==> src/rtl/dhoat_pkg.sv <==
// Shared types, constants and codes of the double-hashing open-address table.
package dhoat_pkg;

  localparam int unsigned SLOTS       = 1024;
  localparam int unsigned KEY_WIDTH   = 32;
  localparam int unsigned VALUE_WIDTH = 32;
  localparam int unsigned HASH_W      = 31;
  localparam int unsigned IDX_W       = $clog2(SLOTS);
  localparam int unsigned SIZE_W      = IDX_W + 1;
  localparam int unsigned MIN_SIZE    = 3;
  localparam int unsigned SIZE_RESET  = 1023;
  localparam int unsigned CNT_W       = 11;
  localparam int unsigned HCNT_W      = $clog2(HASH_W);
  localparam int unsigned PADDR_W     = 3;

  typedef enum logic [1:0] {
    OP_SET      = 2'd0,
    OP_CONTAINS = 2'd1,
    OP_REMOVE   = 2'd2,
    OP_GET      = 2'd3
  } op_e;

  typedef enum logic [1:0] {
    STS_OK        = 2'd0,
    STS_NOT_FOUND = 2'd1,
    STS_FULL      = 2'd2
  } status_e;

  typedef enum logic [1:0] {
    MARK_EMPTY   = 2'd0,
    MARK_LIVE    = 2'd1,
    MARK_DELETED = 2'd2
  } mark_e;

  typedef enum logic [2:0] {
    S_CLEAR,
    S_IDLE,
    S_HASH,
    S_READ,
    S_CHECK,
    S_DONE
  } state_e;

  typedef struct packed {
    mark_e                  mark;
    logic [KEY_WIDTH-1:0]   key;
    logic [VALUE_WIDTH-1:0] value;
  } slot_t;

  localparam int unsigned SLOT_W = $bits(slot_t);

  typedef struct packed {
    logic              start;
    logic [HASH_W-1:0] hash;
    logic [SIZE_W-1:0] size;
  } mod_req_t;

  typedef struct packed {
    logic             done;
    logic [IDX_W-1:0] rem_pos;
    logic [IDX_W-1:0] rem_step;
  } mod_rsp_t;

endpackage

==> src/rtl/dhoat_mod.sv <==
// Bit-serial remainder unit: hash mod size and hash mod (size-1) in parallel.
module dhoat_mod
  import dhoat_pkg::*;
(
  input  logic     clk_i,
  input  logic     rst_ni,
  input  mod_req_t req_i,
  output mod_rsp_t rsp_o
);
  logic              busy_q, done_q;
  logic [HCNT_W-1:0] bit_q;
  logic [HASH_W-1:0] sh_q;
  logic [IDX_W-1:0]  r0_q, r1_q, r0_d, r1_d;
  logic [SIZE_W-1:0] d0_q, d1_q, t0, t1;
  logic              last;

  assign last = (bit_q == HCNT_W'(HASH_W - 1));

  always_comb begin
    t0   = {r0_q, sh_q[HASH_W-1]};
    t1   = {r1_q, sh_q[HASH_W-1]};
    r0_d = (t0 >= d0_q) ? IDX_W'(t0 - d0_q) : IDX_W'(t0);
    r1_d = (t1 >= d1_q) ? IDX_W'(t1 - d1_q) : IDX_W'(t1);
  end

  always_ff @(posedge clk_i or negedge rst_ni) begin
    if (!rst_ni) begin
      busy_q <= 1'b0;
      done_q <= 1'b0;
      bit_q  <= '0;
    end else begin
      done_q <= busy_q && last;
      if (req_i.start) begin
        busy_q <= 1'b1;
        bit_q  <= '0;
      end else if (busy_q) begin
        bit_q <= bit_q + HCNT_W'(1);
        if (last) begin
          busy_q <= 1'b0;
        end
      end
    end
  end

  always_ff @(posedge clk_i) begin
    if (req_i.start) begin
      sh_q <= req_i.hash;
      r0_q <= '0;
      r1_q <= '0;
      d0_q <= req_i.size;
      d1_q <= req_i.size - SIZE_W'(1);
    end else if (busy_q) begin
      sh_q <= {sh_q[HASH_W-2:0], 1'b0};
      r0_q <= r0_d;
      r1_q <= r1_d;
    end
  end

  assign rsp_o.done     = done_q;
  assign rsp_o.rem_pos  = r0_q;
  assign rsp_o.rem_step = r1_q;
endmodule

==> config.mk <==
export PLATFORM = sky130hd
export DESIGN_NAME = dhoat_mod
export DESIGN_NICKNAME = d
export VERILOG_FILES = /design/src/rtl/dhoat_pkg.sv /design/src/rtl/dhoat_mod.sv
export SDC_FILE = /design/constraint.sdc
export NUM_CORES = 1
export LEC_CHECK = 0
export ABC_CLOCK_PERIOD_IN_PS = 3900
export BUFFER_PORTS_ARGS = -buffer_cell sky130_fd_sc_hd__clkbuf_2
export CORE_ASPECT_RATIO = 0.75
export CORE_UTILIZATION = 29
export DETAILED_ROUTE_END_ITERATION = 8
export MAX_ROUTING_LAYER = met4
export PLACE_DENSITY_LB_ADDON = 0.12
export SLEW_MARGIN = 20
export SYNTH_ARGS = -nofsm -noshare
export SYNTH_HDL_FRONTEND = slang
export SYNTH_SLANG_ARGS = --single-unit
==> constraint.sdc <==
create_clock -name clk_i -period 3.9 [get_ports clk_i]
set_clock_uncertainty 0.15 [all_clocks]
set_input_delay 0.195 -clock clk_i [delete_from_list [all_inputs] [get_ports clk_i]]
set_output_delay 0.195 -clock clk_i [all_outputs]
set_load 0.02 [all_outputs]
* Yosys cells after proc, flatten, opt, wreduce, memory -nomap -nowiden
Cells that the tools add are included.
** Word-level totals
- Output and inout port bits :: 21
- Flip-flop bits (word level) :: 80
- Logic and storage cells :: 26
- Bits of input ports :: 45
** Cells by class
- $lt $le $gt $ge :: 2
- Multiplexer cells :: 9
- Equal/unequal tests :: 1
- $add $sub $neg :: 4
- Reductions and logical operators :: 2
** Operators with widths (number)
- 31-bit two-way mux :: 2
- 11-bit >= comparator :: 2
- 10-bit two-way mux :: 2
- 10-bit subtractor :: 2
- 11-bit by 1-bit subtractor with 11-bit output (second input constant) :: 1
- 5-bit two-way mux :: 2
- 5-bit by 1-bit adder with 5-bit output (second input constant) :: 1
- 5-bit == test (second input constant) :: 1
- 1-bit two-way mux :: 3
- 2-bit nonzero test :: 1
- 1-bit logical AND :: 1

* Depth between registers and ports, before layout
- Depth after elaboration :: 4
- Gate-level depth with buffers :: 10
- Mapped depth without buffers :: 10

* Worst setup path after synthesis
No wires, ideal clock.
- Path kind :: register to register
- Start :: register sh_q[30]
- End :: register r0_q[8]
- Buffers on the path :: 0
- Arrival time :: 2007 ps
- Path slack :: 1657 ps
- Stages on the path, launching flop included :: 11
- Period minus slack after synthesis :: 2243 ps
- Required time :: 3664 ps
- Library setup time :: 86 ps
- Path through :: edfxtp_1 -> inv_1 -> ha_1 -> inv_1 -> fa_1 -> a21o_1 -> a21o_1 -> a31oi_1 -> xnor2_1 -> mux2i_1 -> a211oi_1
** Between the ends
- Word-level cells in the longest chain between the ends :: 2
- Elaborated cells between the ends (all ways) :: 3
- Those cells by class :: add/sub: 1; order compare: 1; mux: 1
** Ends and longest elaborated chain
- start: declaration :: RTL line dhoat_mod.sv:12 : logic [HASH_W-1:0] sh_q;
- start signal: assignment :: RTL line dhoat_mod.sv:47 : sh_q <= req_i.hash;
- start signal: assignment :: RTL line dhoat_mod.sv:53 : sh_q <= {sh_q[HASH_W-2:0], 1'b0};
- 10-bit subtractor or 11-bit >= comparator (tied branches) :: RTL line dhoat_mod.sv:22 : r0_d = (t0 >= d0_q) ? IDX_W'(t0 - d0_q) : IDX_W'(t0);
- 10-bit two-way mux (*) :: RTL line dhoat_mod.sv:22
- end signal: assignment :: RTL line dhoat_mod.sv:54 : r0_q <= r0_d;
- end: declaration :: RTL line dhoat_mod.sv:13 : logic [IDX_W-1:0] r0_q, r1_q, r0_d, r1_d;
Every way passes the cells marked *; elsewhere a longest branch is shown, timed or not.
A chain may end at the register's enable or synchronous reset.

* Worst setup path in the final report
- Start :: register d0_q[4]
- End :: register r0_q[6]
** Between the ends
- Word-level cells in the longest chain between the ends :: 2
- Elaborated cells between the ends (all ways) :: 3
- Those cells by class :: add/sub: 1; order compare: 1; mux: 1
** Ends and longest elaborated chain
- start: declaration :: RTL line dhoat_mod.sv:14 : logic [SIZE_W-1:0] d0_q, d1_q, t0, t1;
- start signal: assignment :: RTL line dhoat_mod.sv:50 : d0_q <= req_i.size;
- 10-bit subtractor or 11-bit >= comparator (tied branches) :: RTL line dhoat_mod.sv:22
- 10-bit two-way mux (*) :: RTL line dhoat_mod.sv:22
Marks and branches as above.

==> impl_metrics.yaml <==
run_status:
  status: "complete, no violations"
timing:
  rsz0062_at_grt: "false"
  max_clock_freq_mhz: 371
  tightestPinTransition_ns: 1.07
  final.period_utilization: 0.692
  finalSetupViolCount: 0
  hold_slack_ns: 0.0134
  relSlewSlack: 0.280
  hold_viol_final: 0
  fin_tns_setup_ns: 0
  maxSlewViolCount: 0
  setup_ws_ns: 1.20
  finalCriticalPeriod_ns: 2.70
routing:
  drt_iter0_markers: 194
  drc: 0
  vias_per_cell: 4.58
  ant_nets: 0
  wirelength_um: 9950
  dr.pass1.iters: 4
  vias: 3187
  wire_per_inst_um: 14.3
global_route:
  first_global_vias: 3243
  grt_util_all_layers: 0.149
  grt_pass1_wl_um: 16600
  antenna_found_initial: 0
  grt_max_degree: 47
  overflow: 0
setup_path:
  startpoint_type: "flop"
  rr_startpoint: "d0_q[4]"
  cp_max_fo: 11
  cp_data_arrival_time_ns: 2.75
  critPathRequiredTime_ns: 3.95
  path_class: "reg -> reg"
  crit_path_start: "d0_q[4]"
  worstSetupEndpointType: "flop"
power_and_ir_drop:
  clkPwrFrac: 0.402
  seqPwrFrac: 0.454
  p_sw_uw: 566
  swShare: 0.257
  p_int_uw: 1640
  power.leakage_uw: 0.00233
  pwr-share-comb: 0.144
  p_per_area_nw_per_um2: 400
  max-vdd-ir-drop_uv: 200
clock_tree:
  cts_buffers: 9
  root_buffer: "clkbuf_16"
  cts-htree-levels: 3
  clkSinkCount: 80
  clk_pin_slew_ns: 0.07
  clock_path_buffers: 2
  cts_resized: 0
  cts_tree: "done"
  clock_latency_ns: 0.35
die:
  dieArea_um2: 15300
  initial_utilization: 0.297
  row_count: 38
  die_y_um: 107
  core_area_um2: 14500
  die_w_um: 143
  num_io_pins: 66
placement:
  pre_cts_slack_ns: 1.20
  io_buffers: 65
  placed_area_um2: 4840
  gp_congestion: 0.892
  dpl.hpwl_um: 6990
synthesis:
  synth_cell_types: 52
  yosys_warnings: 0
  ys_ff_latch: 80
  netlist_area_um2: 4300
  syn_nets: 461
  synth_edf_count: 53
  netlist.area_leader.share: 0.370
  synth_most_common_cell: "edfxtp_1"
  synth_flop_cell: "edfxtp_1"
  ys_seq_area_frac: 0.504
  synth_commonest_cells: "53 x edfxtp_1, 36 x inv_1, 30 x mux2_2, 30 x nand2_1, 28 x nor2_1"
  postSynthCellCount: 389
  yosysTopAreaCell: "edfxtp_1"
  async_reset_ff_frac: 0.0875
  avgSynthCellArea_um2: 11.0
  synthTopCellsByArea: "edfxtp_1 37%, dfxtp_1 9.3%, mux2_2 7.9%"
worst_hold_path:
  hold_start: "req_i[40]"
  hp-class: "in -> reg"
finish:
  drive_gt1_frac: 0.240
  syn_to_final_growth_pct: 28.0
  stdcell_area_um2: 5500
  antenna_cells: 0
  nFillCells: 1472
  final_core_util: 0.381
  layout.nets: 563
flow_run:
  maxCapViolCount: 0
## sequential cells by signal, indices dropped and copies added (netlist names)
register  count
r1_q         10
sh_q         31
d1_q         11
d0_q         11
bit_q         5
r0_q         10
done_q        1
busy_q        1
## repair_timing
item                       4_1_cts  5_1_grt
setup endpoints to repair        0        0
hold endpoints to repair        40        1
buffers inserted                 0        0
hold buffers                    34        1
## path summary, 6_finish.rpt
path                             to  slack, ns  cells past startpoint
setup / recovery            r0_q[6]       1.20                      8
hold / removal             sh_q[29]       0.01                      2
setup reg to reg            r0_q[6]       1.20                      8
hold reg to reg             r0_q[9]       0.36                      1
max in group asynchronous  bit_q[0]       3.36                      2
min in group asynchronous  bit_q[2]       0.07                      2
## cell usage in the layout, fill, tap and decap left out, types with 3 or more instances in the layout
master	Yosys	routed
a211oi_1	5	5
a21o_1	5	5
a21oi_1	22	22
a311oi_1	3	3
a31oi_1	4	4
buf_4	1	4
clkbuf_16	0	9
clkbuf_2	0	64
dfrtp_1	7	7
dfxtp_1	20	20
dlygate4sd3_1	0	35
edfxtp_1	53	53
ha_1	25	25
inv_1	36	36
inv_6	0	3
mux2_2	30	30
mux2i_1	7	7
nand2_1	30	30
nand2b_1	6	6
nand3_1	3	3
nand4_1	6	6
nor2_1	28	28
nor3_1	8	8
nor4_1	3	3
o211ai_1	5	5
o21ai_0	7	7
o21ai_1	6	6
xnor2_1	12	12
xor2_1	12	12
## kinds of logic (layout without fill, tap and decap cells)
family	count (synthesis)	in the layout	synth area share
AOI/OAI and AO/OA	76	76	0.119
xor gates and xnor gates	24	24	0.0489
adders and majority gates	27	27	0.0821
buffers and inverters	49	156	0.0457
DFF	80	80	0.504
muxes	37	37	0.0949
and+or+nand+nor	96	96	0.105
## power by group through the flow
stage	Sequential, uW	Clock (uW)	Combinational [uW]
after detailed placement	1020	0	289
after global placement	1020	0	290
after CTS	1000	917	318
final	1000	886	316
after global routing	1010	952	357
after floorplan	1020	0	196
## area by class of cell
cell class / instances / area (um^2) / area share
Timing Repair Buffer: 104 / 706 / 0.128
Sequential cell: 80 / 2170 / 0.394
Clock buffer: 9 / 225 / 0.0409
Clock inverter: 7 / 83.8 / 0.0152
Tap cell: 200 / 250 / 0.0455
Multi-Input combinational cell: 260 / 1930 / 0.352
Inverter: 36 / 135 / 0.0246
## layer usage
metal | part of all wire | vias to the layer above | routed length (um) | GRT usage
li1 | - | 1618 | - | -
met3 | 0.052 | 11 | 518 | 0.0436
met1 | 0.50 | 1500 | 4970 | 0.195
met2 | 0.44 | 58 | 4340 | 0.221
met4 | 0.011 | 0 | 114 | 0.0499
met5 | 0 | - | 0 | -
## stage by stage
step,power [uW],cells
final,2200,696
after global routing,2320,696
after CTS,2240,695
after detailed placement,1310,645
after global placement,1310,645
after floorplan,1220,389
## critical path: stages (launching register included)
cell      delay (ns)
edfxtp_1        0.33
inv_1           0.04
ha_1            0.36
o211ai_1        0.13
a21oi_2         0.17
nor2_1          0.08
o31ai_2         0.89
nor3b_1         0.31
nor4_1          0.09
(Power assumes the default switching activity.)
